===== config.mk =====
export PLATFORM = sky130hd
export DESIGN_NAME = bspline_basis_eval_flat
export DESIGN_NICKNAME = d
export VERILOG_FILES = /design/src/rtl/bsb_pkg.sv /design/src/rtl/bsb_if.sv /design/src/rtl/bsb_divider.sv /design/src/rtl/bsb_datapath.sv /design/src/rtl/bsb_ctrl.sv /design/src/rtl/bspline_basis_eval.sv /design/src/flat_wrapper.sv
export VERILOG_INCLUDE_DIRS = /design/src /design/src/rtl
export SDC_FILE = /design/constraint.sdc
export NUM_CORES = 2
export LEC_CHECK = 0
export ABC_AREA = 0
export ABC_CLOCK_PERIOD_IN_PS = 16520
export BUFFER_PORTS_ARGS = -buffer_cell sky130_fd_sc_hd__buf_2
export CORE_ASPECT_RATIO = 1.5
export CORE_MARGIN = 1
export CORE_UTILIZATION = 30
export DETAILED_ROUTE_END_ITERATION = 7
export PLACE_DENSITY_LB_ADDON = 0.2
export RECOVER_POWER = 25
export SYNTH_ARGS = -nofsm -noshare
export SYNTH_HDL_FRONTEND = slang
export SYNTH_SLANG_ARGS = --single-unit

===== constraint.sdc =====
create_clock -name clk -period 16.52 [get_ports clk]
set_input_delay 3.304 -clock clk [delete_from_list [all_inputs] [get_ports clk]]
set_output_delay 3.304 -clock clk [all_outputs]
set_load 0.01 [all_outputs]

===== src/rtl/assert_macros.svh =====
// Assertion macros shared by the datapath, controller and top-level RTL files.
`ifndef ASSERT_MACROS_SVH
`define ASSERT_MACROS_SVH
`ifndef SYNTHESIS
`define ASSERT_CLK(label, clk, rst, prop, msg) \
  label: assert property (@(posedge clk) disable iff (rst) (prop)) else $error(msg);
`define ASSERT_NORST(label, clk, prop, msg) \
  label: assert property (@(posedge clk) (prop)) else $error(msg);
`else
`define ASSERT_CLK(label, clk, rst, prop, msg)
`define ASSERT_NORST(label, clk, prop, msg)
`endif
`endif


===== src/rtl/bsb_pkg.sv =====
// Package with constants and types of the B-spline basis evaluator.
package bsb_pkg;
  localparam int MaxKnots  = 16;
  localparam int MaxDegree = 7;
  localparam int FracBits  = 16;
  localparam int KnotW     = 24;
  localparam int IdxW      = 4;
  localparam int DegW      = 3;
  localparam int KiuW      = 5;
  localparam int BasisW    = FracBits + 1;
  localparam int RowW      = 3;
  // Numerator: signed 25-bit difference times 17-bit basis.
  localparam int NumW      = 42;
  localparam int DivW      = 25;
  localparam int AccW      = 44;

  localparam logic [0:0] REQ_LOAD = 1'b0;
  localparam logic [0:0] REQ_EVAL = 1'b1;

  localparam logic [1:0] REG_DEGREE = 2'd0;
  localparam logic [1:0] REG_KNOTS  = 2'd1;

  localparam logic [DegW-1:0] DEGREE_RESET = 3'd3;
  localparam logic [KiuW-1:0] KNOTS_RESET  = 5'd8;

  typedef struct packed {
    logic            start;
    logic            init_row;
    logic            load_ops;
    logic            mul;
    logic            div_start;
    logic            term2;
    logic            write_row;
    logic [IdxW-1:0] i;
    logic [RowW-1:0] j;
    logic [RowW-1:0] d;
  } bsb_cmd_t;

  typedef struct packed {
    logic div_done;
    logic div_zero;
  } bsb_stat_t;
endpackage


===== src/rtl/bsb_if.sv =====
// Valid/ready channel interfaces of the B-spline basis evaluator.
interface bsb_in_if import bsb_pkg::*; ();
  logic              valid;
  logic              ready;
  logic [0:0]        req_type;
  logic [IdxW-1:0]   knot_index;
  logic [KnotW-1:0]  knot_value;
  logic [KnotW-1:0]  param_u;
  modport source (output valid, req_type, knot_index, knot_value, param_u, input ready);
  modport sink   (input valid, req_type, knot_index, knot_value, param_u, output ready);
endinterface

interface bsb_out_if import bsb_pkg::*; ();
  logic              valid;
  logic              ready;
  logic [BasisW-1:0] basis_value;
  logic              index_error;
  modport source (output valid, basis_value, index_error, input ready);
  modport sink   (input valid, basis_value, index_error, output ready);
endinterface


===== src/rtl/bsb_divider.sv =====
// Restoring serial divider, one quotient bit per cycle, truncating toward zero.
module bsb_divider import bsb_pkg::*; (
  input  logic                   clk,
  input  logic                   rst,
  input  logic                   start,
  input  logic signed [NumW-1:0] num,
  input  logic signed [DivW-1:0] den,
  output logic                   done,
  output logic signed [NumW-1:0] quo
);
  localparam int CntW = $clog2(NumW + 1);
  logic [NumW-1:0] q;
  logic [DivW-1:0] rem;
  logic [DivW-1:0] dmag;
  logic            neg;
  logic [CntW-1:0] cnt;
  logic            busy;
  logic [DivW:0]   trial;

  always_comb begin
    trial = {rem, q[NumW-1]} - {1'b0, dmag};
  end

  always_ff @(posedge clk) begin
    if (rst) begin
      busy <= 1'b0;
      done <= 1'b0;
      cnt  <= '0;
    end else begin
      done <= 1'b0;
      if (start) begin
        busy <= 1'b1;
        cnt  <= CntW'(NumW);
        neg  <= num[NumW-1] ^ den[DivW-1];
        q    <= num[NumW-1] ? NumW'(-num) : num;
        dmag <= den[DivW-1] ? DivW'(-den) : den;
        rem  <= '0;
      end else if (busy) begin
        if (!trial[DivW]) begin
          rem <= trial[DivW-1:0];
          q   <= {q[NumW-2:0], 1'b1};
        end else begin
          rem <= {rem[DivW-2:0], q[NumW-1]};
          q   <= {q[NumW-2:0], 1'b0};
        end
        cnt <= cnt - 1'b1;
        if (cnt == CntW'(1)) begin
          busy <= 1'b0;
          done <= 1'b1;
        end
      end
    end
  end

  assign quo = neg ? NumW'(-q) : q;
endmodule


===== src/rtl/bsb_datapath.sv =====
// Datapath: knot memory, work row, multiplier, divider and accumulator.
`include "assert_macros.svh"
module bsb_datapath import bsb_pkg::*; (
  input  logic              clk,
  input  logic              rst,
  input  logic              load_we,
  input  logic [IdxW-1:0]   load_idx,
  input  logic [KnotW-1:0]  load_val,
  input  logic [KnotW-1:0]  u_in,
  input  bsb_cmd_t          cmd,
  output bsb_stat_t         stat,
  output logic [BasisW-1:0] row0
);
  localparam logic [BasisW-1:0] FixOne = BasisW'(1) << FracBits;

  logic [KnotW-1:0]  knot_table [MaxKnots];
  logic [BasisW-1:0] row [MaxDegree+1];
  logic [KnotW-1:0]  u;
  logic [KnotW-1:0]  ka, kb, kc, kd;
  logic signed [DivW-1:0]   diff_num, diff_den;
  logic [BasisW-1:0]        nsel;
  logic signed [NumW-1:0]   prod;
  logic signed [AccW-1:0]   acc;
  logic signed [NumW-1:0]   quo;
  logic                     div_done;
  logic [4:0]               a0, a1, a2, a3;

  // Knot addresses for entry j of degree d, base i+j.
  always_comb begin
    a0 = 5'(cmd.i) + 5'(cmd.j);
    a1 = a0 + 5'(cmd.d);
    a2 = a0 + 5'd1;
    a3 = a1 + 5'd1;
  end

  always_ff @(posedge clk) begin
    if (load_we) knot_table[load_idx] <= load_val;
  end

  // Operands are fetched in one registered read step.
  always_ff @(posedge clk) begin
    if (cmd.start) u <= u_in;
    if (cmd.init_row || cmd.load_ops) begin
      ka <= knot_table[a0[IdxW-1:0]];
      kb <= cmd.init_row ? knot_table[a2[IdxW-1:0]] : knot_table[a1[IdxW-1:0]];
      kc <= knot_table[a2[IdxW-1:0]];
      kd <= knot_table[a3[IdxW-1:0]];
    end
  end

  always_comb begin
    if (!cmd.term2) begin
      diff_num = DivW'(u) - DivW'(ka);
      diff_den = DivW'(kb) - DivW'(ka);
      nsel     = row[cmd.j];
    end else begin
      diff_num = DivW'(kd) - DivW'(u);
      diff_den = DivW'(kd) - DivW'(kc);
      nsel     = row[cmd.j + 3'd1];
    end
  end

  always_ff @(posedge clk) begin
    if (cmd.mul) prod <= diff_num * $signed({1'b0, nsel});
  end

  bsb_divider u_div (
    .clk(clk), .rst(rst), .start(cmd.div_start), .num(prod), .den(diff_den),
    .done(div_done), .quo(quo)
  );

  always_ff @(posedge clk) begin
    if (cmd.load_ops && !cmd.term2) acc <= '0;
    else if (div_done && diff_den != '0) acc <= acc + AccW'(quo);
  end

  // Degree-0 row entry uses the half-open interval; higher entries saturate.
  always_ff @(posedge clk) begin
    if (cmd.write_row) begin
      if (cmd.d == '0)
        row[cmd.j] <= (ka <= u && u < kb) ? FixOne : '0;
      else if (acc < 0)
        row[cmd.j] <= '0;
      else if (acc > AccW'(FixOne))
        row[cmd.j] <= FixOne;
      else
        row[cmd.j] <= acc[BasisW-1:0];
    end
  end

  assign stat.div_done = div_done;
  assign stat.div_zero = (diff_den == '0);
  assign row0 = row[0];

  `ASSERT_CLK(a_write_sat, clk, rst,
    cmd.write_row |=> row[$past(cmd.j)] <= FixOne, "row entry above one")
  `ASSERT_CLK(a_div_not_mul, clk, rst, !(cmd.mul && div_done), "mul during divide")
  `ASSERT_CLK(a_init_ld, clk, rst, !(cmd.init_row && cmd.load_ops), "both fetches")
endmodule


===== src/rtl/bsb_ctrl.sv =====
// Controller state machine sequencing the triangle evaluation.
`include "assert_macros.svh"
module bsb_ctrl import bsb_pkg::*; (
  input  logic            clk,
  input  logic            rst,
  input  logic            eval_go,
  input  logic [IdxW-1:0] idx,
  input  logic [DegW-1:0] p,
  input  bsb_stat_t       stat,
  output bsb_cmd_t        cmd,
  output logic            busy,
  output logic            finish
);
  localparam logic [3:0] S_IDLE  = 4'd0;
  localparam logic [3:0] S_F0    = 4'd1;
  localparam logic [3:0] S_W0    = 4'd2;
  localparam logic [3:0] S_FETCH = 4'd3;
  localparam logic [3:0] S_MUL   = 4'd4;
  localparam logic [3:0] S_DIV   = 4'd5;
  localparam logic [3:0] S_WAIT  = 4'd6;
  localparam logic [3:0] S_WR    = 4'd7;
  localparam logic [3:0] S_DONE  = 4'd8;

  logic [3:0]      state, state_next;
  logic [IdxW-1:0] i_r;
  logic [RowW-1:0] j, j_next, d, d_next;
  logic            t2, t2_next;

  always_comb begin
    state_next = state;
    j_next = j;
    d_next = d;
    t2_next = t2;
    cmd = '0;
    cmd.i = i_r;
    cmd.j = j;
    cmd.d = d;
    cmd.term2 = t2;
    cmd.start = eval_go && state == S_IDLE;
    finish = 1'b0;
    case (state)
      S_IDLE: if (eval_go) begin
        state_next = S_F0; j_next = '0; d_next = '0; t2_next = 1'b0;
      end
      S_F0: begin
        cmd.init_row = 1'b1; state_next = S_W0;
      end
      S_W0: begin
        cmd.write_row = 1'b1;
        if (j == p) begin
          if (p == '0) state_next = S_DONE;
          else begin
            d_next = 3'd1; j_next = '0; state_next = S_FETCH;
          end
        end else begin
          j_next = j + 3'd1; state_next = S_F0;
        end
      end
      S_FETCH: begin
        cmd.load_ops = 1'b1; state_next = S_MUL;
      end
      S_MUL: begin
        cmd.mul = 1'b1; state_next = S_DIV;
      end
      S_DIV: begin
        cmd.div_start = 1'b1; state_next = S_WAIT;
      end
      S_WAIT: if (stat.div_done) begin
        if (!t2) begin
          t2_next = 1'b1; state_next = S_MUL;
        end else begin
          t2_next = 1'b0; state_next = S_WR;
        end
      end
      S_WR: begin
        cmd.write_row = 1'b1;
        if (j + d == p) begin
          if (d == p) state_next = S_DONE;
          else begin
            d_next = d + 3'd1; j_next = '0; state_next = S_FETCH;
          end
        end else begin
          j_next = j + 3'd1; state_next = S_FETCH;
        end
      end
      S_DONE: begin
        finish = 1'b1; state_next = S_IDLE;
      end
      default: state_next = S_IDLE;
    endcase
  end

  always_ff @(posedge clk) begin
    if (rst) begin
      state <= S_IDLE;
      j <= '0; d <= '0; t2 <= 1'b0;
    end else begin
      state <= state_next;
      j <= j_next; d <= d_next; t2 <= t2_next;
    end
  end

  always_ff @(posedge clk) begin
    if (cmd.start) i_r <= idx;
  end

  assign busy = (state != S_IDLE);

  `ASSERT_CLK(a_fin_idle, clk, rst, finish |=> state == S_IDLE, "finish not to idle")
  `ASSERT_CLK(a_d_le_p, clk, rst, busy |-> d <= p, "degree beyond p")
  `ASSERT_CLK(a_go_idle, clk, rst, cmd.start |-> !busy, "start while busy")
endmodule


===== src/rtl/bspline_basis_eval.sv =====
// Top level of the B-spline basis evaluator.
// Evaluates N(i,p)(u) by the Cox-de Boor recurrence as a bottom-up triangle.
// Input channel: an item with req_type load writes one knot and
// produces no result. An item with req_type evaluate produces one result item
// with basis_value (unsigned Q1.16, saturated at 1.0) and index_error.
// Configuration: APB port, register 0 is spline_degree at 0x0, register 1 is
// knots_in_use at 0x4; write only while the block is idle.
// An out-of-range index is answered from the output register without starting
// the controller. Otherwise the degree-0 row is built first, and then each of
// the p(p+1)/2 higher entries takes two serial divides plus fetch and write;
// the serial divider dominates the evaluation time.
// One item is worked on at a time; the input takes a new item once the
// result register has been loaded and the previous result has been taken.
// A result waits in the output register while the receiver stalls; a load
// item is still accepted then. Reset restores the registers to degree 3 and
// eight knots and empties the output; the knot table is undefined until loaded.
`include "assert_macros.svh"
module bspline_basis_eval import bsb_pkg::*; (
  input  logic        clk,
  input  logic        rst,
  bsb_in_if.sink      in_ch,
  bsb_out_if.source   out_ch,
  input  logic        psel,
  input  logic        penable,
  input  logic        pwrite,
  input  logic [2:0]  paddr,
  input  logic [31:0] pwdata,
  output logic [31:0] prdata,
  output logic        pready
);
  logic [DegW-1:0] spline_degree;
  logic [KiuW-1:0] knots_in_use;
  logic [KiuW-1:0] knots_lim;
  logic            busy, finish, out_valid, eval_go, accept;
  bsb_cmd_t        cmd;
  bsb_stat_t       stat;
  logic [BasisW-1:0] row0;
  logic [5:0]      need;

  assign pready = 1'b1;
  always_ff @(posedge clk) begin
    if (rst) begin
      spline_degree <= DEGREE_RESET;
      knots_in_use  <= KNOTS_RESET;
    end else if (psel && penable && pwrite) begin
      case ({1'b0, paddr[2]})
        REG_DEGREE: spline_degree <= pwdata[DegW-1:0];
        REG_KNOTS:  knots_in_use  <= pwdata[KiuW-1:0];
        default: ;
      endcase
    end
  end
  always_comb begin
    case ({1'b0, paddr[2]})
      REG_DEGREE: prdata = 32'(spline_degree);
      REG_KNOTS:  prdata = 32'(knots_in_use);
      default:    prdata = '0;
    endcase
  end

  // A knot count above the table size acts as the full table.
  assign knots_lim = (knots_in_use > KiuW'(MaxKnots)) ? KiuW'(MaxKnots) : knots_in_use;

  // Evaluations wait while busy or a result is unread; loads wait only on busy.
  assign in_ch.ready = !busy && !(in_ch.req_type == REQ_EVAL && out_valid);
  assign accept  = in_ch.valid && in_ch.ready;
  assign need    = 6'(in_ch.knot_index) + 6'(spline_degree) + 6'd2;
  assign eval_go = accept && in_ch.req_type == REQ_EVAL && need <= 6'(knots_lim);

  bsb_ctrl u_ctrl (
    .clk(clk), .rst(rst), .eval_go(eval_go), .idx(in_ch.knot_index),
    .p(spline_degree), .stat(stat), .cmd(cmd), .busy(busy), .finish(finish)
  );

  bsb_datapath u_dp (
    .clk(clk), .rst(rst),
    .load_we(accept && in_ch.req_type == REQ_LOAD),
    .load_idx(in_ch.knot_index), .load_val(in_ch.knot_value),
    .u_in(in_ch.param_u), .cmd(cmd), .stat(stat), .row0(row0)
  );

  always_ff @(posedge clk) begin
    if (rst) begin
      out_valid <= 1'b0;
    end else if (finish) begin
      out_valid <= 1'b1;
      out_ch.basis_value <= row0;
      out_ch.index_error <= 1'b0;
    end else if (accept && in_ch.req_type == REQ_EVAL && !eval_go) begin
      out_valid <= 1'b1;
      out_ch.basis_value <= '0;
      out_ch.index_error <= 1'b1;
    end else if (out_ch.ready) begin
      out_valid <= 1'b0;
    end
  end
  assign out_ch.valid = out_valid;

  `ASSERT_CLK(a_fin_free, clk, rst, finish |-> !out_valid, "result overwritten")
  `ASSERT_CLK(a_err_zero, clk, rst,
    out_valid && out_ch.index_error |-> out_ch.basis_value == '0, "error with value")
  `ASSERT_CLK(a_range, clk, rst,
    out_valid |-> out_ch.basis_value <= (BasisW'(1) << FracBits), "value above one")
endmodule


===== src/flat_wrapper.sv =====
// flat-port wrapper written by rule: the top's interface ports become plain ports
module bspline_basis_eval_flat import bsb_pkg::*;
  (clk, rst, psel, penable, pwrite, paddr, pwdata, prdata, pready, in_ch_valid, in_ch_req_type, in_ch_knot_index, in_ch_knot_value, in_ch_param_u, in_ch_ready, out_ch_valid, out_ch_basis_value, out_ch_index_error, out_ch_ready);
  bsb_in_if in_ch_i ();
  bsb_out_if out_ch_i ();
  input  logic clk;
  input  logic rst;
  input  logic psel;
  input  logic penable;
  input  logic pwrite;
  input  logic [2:0] paddr;
  input  logic [31:0] pwdata;
  output logic [31:0] prdata;
  output logic pready;
  input wire logic [$bits(in_ch_i.valid)-1:0] in_ch_valid;
  input wire logic [$bits(in_ch_i.req_type)-1:0] in_ch_req_type;
  input wire logic [$bits(in_ch_i.knot_index)-1:0] in_ch_knot_index;
  input wire logic [$bits(in_ch_i.knot_value)-1:0] in_ch_knot_value;
  input wire logic [$bits(in_ch_i.param_u)-1:0] in_ch_param_u;
  output wire logic [$bits(in_ch_i.ready)-1:0] in_ch_ready;
  output wire logic [$bits(out_ch_i.valid)-1:0] out_ch_valid;
  output wire logic [$bits(out_ch_i.basis_value)-1:0] out_ch_basis_value;
  output wire logic [$bits(out_ch_i.index_error)-1:0] out_ch_index_error;
  input wire logic [$bits(out_ch_i.ready)-1:0] out_ch_ready;
  assign in_ch_i.valid = in_ch_valid;
  assign in_ch_i.req_type = in_ch_req_type;
  assign in_ch_i.knot_index = in_ch_knot_index;
  assign in_ch_i.knot_value = in_ch_knot_value;
  assign in_ch_i.param_u = in_ch_param_u;
  assign in_ch_ready = in_ch_i.ready;
  assign out_ch_valid = out_ch_i.valid;
  assign out_ch_basis_value = out_ch_i.basis_value;
  assign out_ch_index_error = out_ch_i.index_error;
  assign out_ch_i.ready = out_ch_ready;
  bspline_basis_eval u_core (.clk(clk), .rst(rst), .in_ch(in_ch_i), .out_ch(out_ch_i), .psel(psel), .penable(penable), .pwrite(pwrite), .paddr(paddr), .pwdata(pwdata), .prdata(prdata), .pready(pready));
endmodule

==> impl_summary.log <==
INFO  metric number_of_antenna_violations_at_the_first_check_in_global_routing = 16
INFO  metric die_height = 591 µm
INFO  metric worst_slew_pin_slew = 3.92 ns
INFO  metric pin_count_of_the_biggest_net_entering_global_routing = 97
INFO  metric total_grt_usage = 0.187
INFO  metric sinks_on_the_clock_net = 872
INFO  metric synth_edf_count = 797
INFO  metric min_period_over_period = 0.631
INFO  metric r2r_worst_path_depth = 37
INFO  metric tritoncts = yes
INFO  metric vias = between 40000 and 50000
INFO  metric drt_first_iter_violations = 3263
INFO  metric ys_ff_latch = 872
INFO  metric cts_repair_resize_count = 0
INFO  metric critical_path_class = reg2reg
INFO  metric synth.cell_area = a little under 70000 µm²
INFO  metric totalNegativeSetupSlack = 0 ns
INFO  metric wire_length_of_the_first_global_routing_pass = 324 mm
INFO  metric achievable-frequency = 0.0960 GHz
INFO  metric worst_setup_path_end_kind = flop
INFO  metric route.detailed.drc = 0
INFO  metric worst_hold_path_type = reg2reg
INFO  metric wl_per_cell = around 25 µm
INFO  metric worst-endpoint-arrival = 10.90 ns
INFO  metric relSlewSlack = -1.61
INFO  metric timing.hold.worst_path_depth = 2
INFO  metric synth.yosys.seq_area_share = 0.367
INFO  metric ios = ~150
INFO  metric die_area = roughly 230000 µm²
INFO  metric critical-path-top-cell-by-count = sky130_fd_sc_hd__fa_1
INFO  metric floorplan.core_area = 229000 µm²
INFO  metric synth.avg_cell_area = 12.2 µm²
INFO  metric timing.rr.end = u_core.u_dp.prod[40]$_DFFE_PN_
INFO  metric final_antenna_net_count = 0
INFO  metric routed_via_density = 5.30
INFO  metric floorplan.initialDensity = 0.302
INFO  metric port-buffer-count = 90
INFO  metric utilization = 0.336
INFO  metric rsz0062_at_grt = false
INFO  metric final-setup-viol-count = 0
INFO  metric syn2layout_area_growth = 11.0%
INFO  metric rrSetupSlack = 6.10 ns
INFO  metric worst_path_max_delay_cell = sky130_fd_sc_hd__a211oi_1
INFO  metric numCtsBuffers = 96
INFO  metric synthesis.instances = between 5000 and 6000
INFO  metric synth_warnings = 0
INFO  metric cts.htree.levels = 3
INFO  metric drv_cap = 10
INFO  metric ctsLongestPathBuffers = 3
INFO  metric grt_pass1_vias = 49683
INFO  metric crit_path_max_fanout = 9
INFO  metric routed_wl = 220 mm
INFO  metric max_slew_violations = 395
INFO  metric post-route-min-period = 10.42 ns
INFO  metric dpl_worst_slack = 6.11 ns
INFO  metric final_net_count = 6554
INFO  metric ys_dominant_reg_cell = sky130_fd_sc_hd__edfxtp_1
INFO  metric critical_path.reg2reg.startpoint = u_core.u_dp.u[1]$_DFFE_PP_
INFO  metric fp.dieW = roughly 390 µm
INFO  metric failed_checks = max-capacitance violations, max-slew violations
INFO  metric clkSlewWorstSetupHoldPaths = 0.07 ns
INFO  metric drt-pass1-iter-count = 6
INFO  metric worst_hold_startpoint = u_core.out_ch.valid$_SDFFE_PP0P_
INFO  metric asyncSetResetFlopFracSynth = 0
INFO  metric gpl.final_weighted_congestion = about 0.87
INFO  metric yosys.cell_types.count = slightly below 90
INFO  metric fin_skew = about 0.079 ns
INFO  metric clk-insertion-delay-late = ~0.76 ns
INFO  metric global_route.overflow_total = 0
INFO  metric finalHoldViolations = 0
INFO  metric layout_setup_ws = 6.10 ns
INFO  metric final_layout_size_suffix_gt1_frac = 0.174
INFO  metric num_rows = between 200 and 250
INFO  metric hpwlAfterDp = 160 mm
INFO  metric cts_setup_buffers = 0
INFO  metric maximum_cell_stage_delay_along_the_critical_path = about 0.65 ns
INFO  metric clockRootBuffer = sky130_fd_sc_hd__clkbuf_16
INFO  metric cts-hold-fix-buffers = 0
INFO  metric holdPathEnd = u_core.out_ch.valid$_SDFFE_PP0P_
INFO  metric crit_required = 17.00 ns
INFO  metric status = finished, violations left
INFO  metric crit_path_start_kind = flop
[synth_stat cells, drive strengths merged, types with 25 or more instances]
cell type    n  area [µm²]
clkbuf     217         815
nand4       32         200
mux2        53         597
o21a        42         315
or3         30         203
mux2i       83         831
nor2b       50         313
buf         79         412
ha         314        3930
nor3        66         330
mux4       548       12300
fa         421        8430
a21oi      195         976
o21ai      228        1140
xor2       115        1010
a21o        87         653
nand3       74         370
a31oi       25         156
nand2b      75         469
edfxtp     797       23900
o31ai       43         337
and3        44         275
and2        43         269
inv        689        2590
dfxtp       75        1500
nand2      395        1480
nor2       410        1540
a211oi      30         225
xnor2      181        1590
[sequential cells by signal, summed over array words and instances (netlist names), 6 cells and up, named ones only]
name	count
u_core.u_dp.knot_table	384
u_core.u_dp.prod	42
u_core.u_dp.u_div.rem	25
u_core.u_dp.kd	24
u_core.u_dp.kb	24
u_core.u_dp.kc	24
u_core.u_dp.u_div.dmag	25
u_core.out_ch.basis_value	17
u_core.u_dp.acc	44
u_core.u_dp.ka	24
u_core.u_dp.u	24
u_core.u_dp.u_div.cnt	6
u_core.u_dp.row	136
u_core.u_dp.u_div.q	42
[stage by stage]
step | std cells | cell area (µm²) | hold WS [ns]
4_1_cts | 8844 | 77100 | 0.489
5_1_grt | 8845 | 76900 | 0.519
3_3_place_gp | 8664 | 73700 | 0.470
3_5_place_dp | 8664 | 73700 | 0.471
2_1_floorplan | 5727 | 69400 | 0.450
6_report | 8849 | 76900 | 0.485
[routing by layer]
layer / wire [µm] / track usage
met2: 118000 / 0.353
met4: 11700 / 0.0921
met1: 80700 / 0.206
met3: 9710 / 0.0216
met5: 119 / 0
[critical path, delay by kind of cell, from the launching register on]
| kind | cells | cell delay [ns] |
|---|---|---|
| flip-flops | 1 | 0.49 |
| XOR/XNOR | 2 | 0.53 |
| AND/OR/NAND/NOR | 4 | 0.81 |
| AO/OA/AOI/OAI | 18 | 4.16 |
| buffers and inverters | 5 | 0.40 |
| adder cells (fa/ha/maj) | 8 | 3.73 |
[placed cells by master (no fill, tap or decap), types with 32 or more instances in the layout]
cell	count
sky130_fd_sc_hd__nor3_1	60
sky130_fd_sc_hd__ha_1	311
sky130_fd_sc_hd__clkbuf_16	96
sky130_fd_sc_hd__nand2_1	395
sky130_fd_sc_hd__nand2b_1	75
sky130_fd_sc_hd__buf_2	63
sky130_fd_sc_hd__nor2_1	393
sky130_fd_sc_hd__and2_1	42
sky130_fd_sc_hd__mux4_2	548
sky130_fd_sc_hd__a21o_1	87
sky130_fd_sc_hd__nand3_1	74
sky130_fd_sc_hd__inv_1	688
sky130_fd_sc_hd__edfxtp_1	797
sky130_fd_sc_hd__nand4_1	32
sky130_fd_sc_hd__o21a_1	42
sky130_fd_sc_hd__mux2_2	53
sky130_fd_sc_hd__o21ai_0	204
sky130_fd_sc_hd__o31ai_1	41
sky130_fd_sc_hd__xor2_1	110
sky130_fd_sc_hd__fa_1	419
sky130_fd_sc_hd__and3_1	44
sky130_fd_sc_hd__clkbuf_1	51
sky130_fd_sc_hd__a21oi_1	192
sky130_fd_sc_hd__mux2i_1	83
sky130_fd_sc_hd__buf_4	88
sky130_fd_sc_hd__xnor2_1	177
sky130_fd_sc_hd__dfxtp_1	72
sky130_fd_sc_hd__nor2b_1	50
[worst max path at each step]
stage	start	endpoint	slack (ns)	cells past startpoint
final	u_core.u_dp.u[1]$_DFFE_PP_	u_core.u_dp.prod[40]$_DFFE_PN_	6.10	37
after global routing	u_core.u_dp.u[1]$_DFFE_PP_	u_core.u_dp.prod[40]$_DFFE_PN_	5.53	36
after CTS	u_core.u_dp.ka[0]$_DFFE_PP_	u_core.u_dp.prod[40]$_DFFE_PN_	6.04	37
after detailed placement	u_core.u_dp.ka[0]$_DFFE_PP_	u_core.u_dp.prod[40]$_DFFE_PN_	6.11	37
after global placement	u_core.u_dp.kd[0]$_DFFE_PP_	u_core.u_dp.prod[40]$_DFFE_PN_	6.12	39
after floorplan	u_core.u_dp.ka[1]$_DFFE_PP_	u_core.u_dp.prod[40]$_DFFE_PN_	7.65	39
[layout make-up]
cell class                 count  area, µm²
clock buffer                 105       2450
tap                         3038       3800
multi-input combinational   3869      40600
inverter                     690       2590
fill                       22814     152000
antenna                        5       12.5
clock inverter                75        932
sequential                   872      25400
timing repair buffer         195       1160
[logic make-up after synthesis]
logic type	share of synthesized area
AO/OA/AOI/OAI	0.0745
XOR/XNOR	0.0374
adder cells (fa/ha/maj)	0.178
buffers and inverters	0.0551
flip-flops	0.367
multiplexers	0.199
other	0.000108
AND/OR/NAND/NOR	0.0891
Power is not shown: default switching activity piles up to over one toggle a cycle in this logic, so the estimate is an artifact.
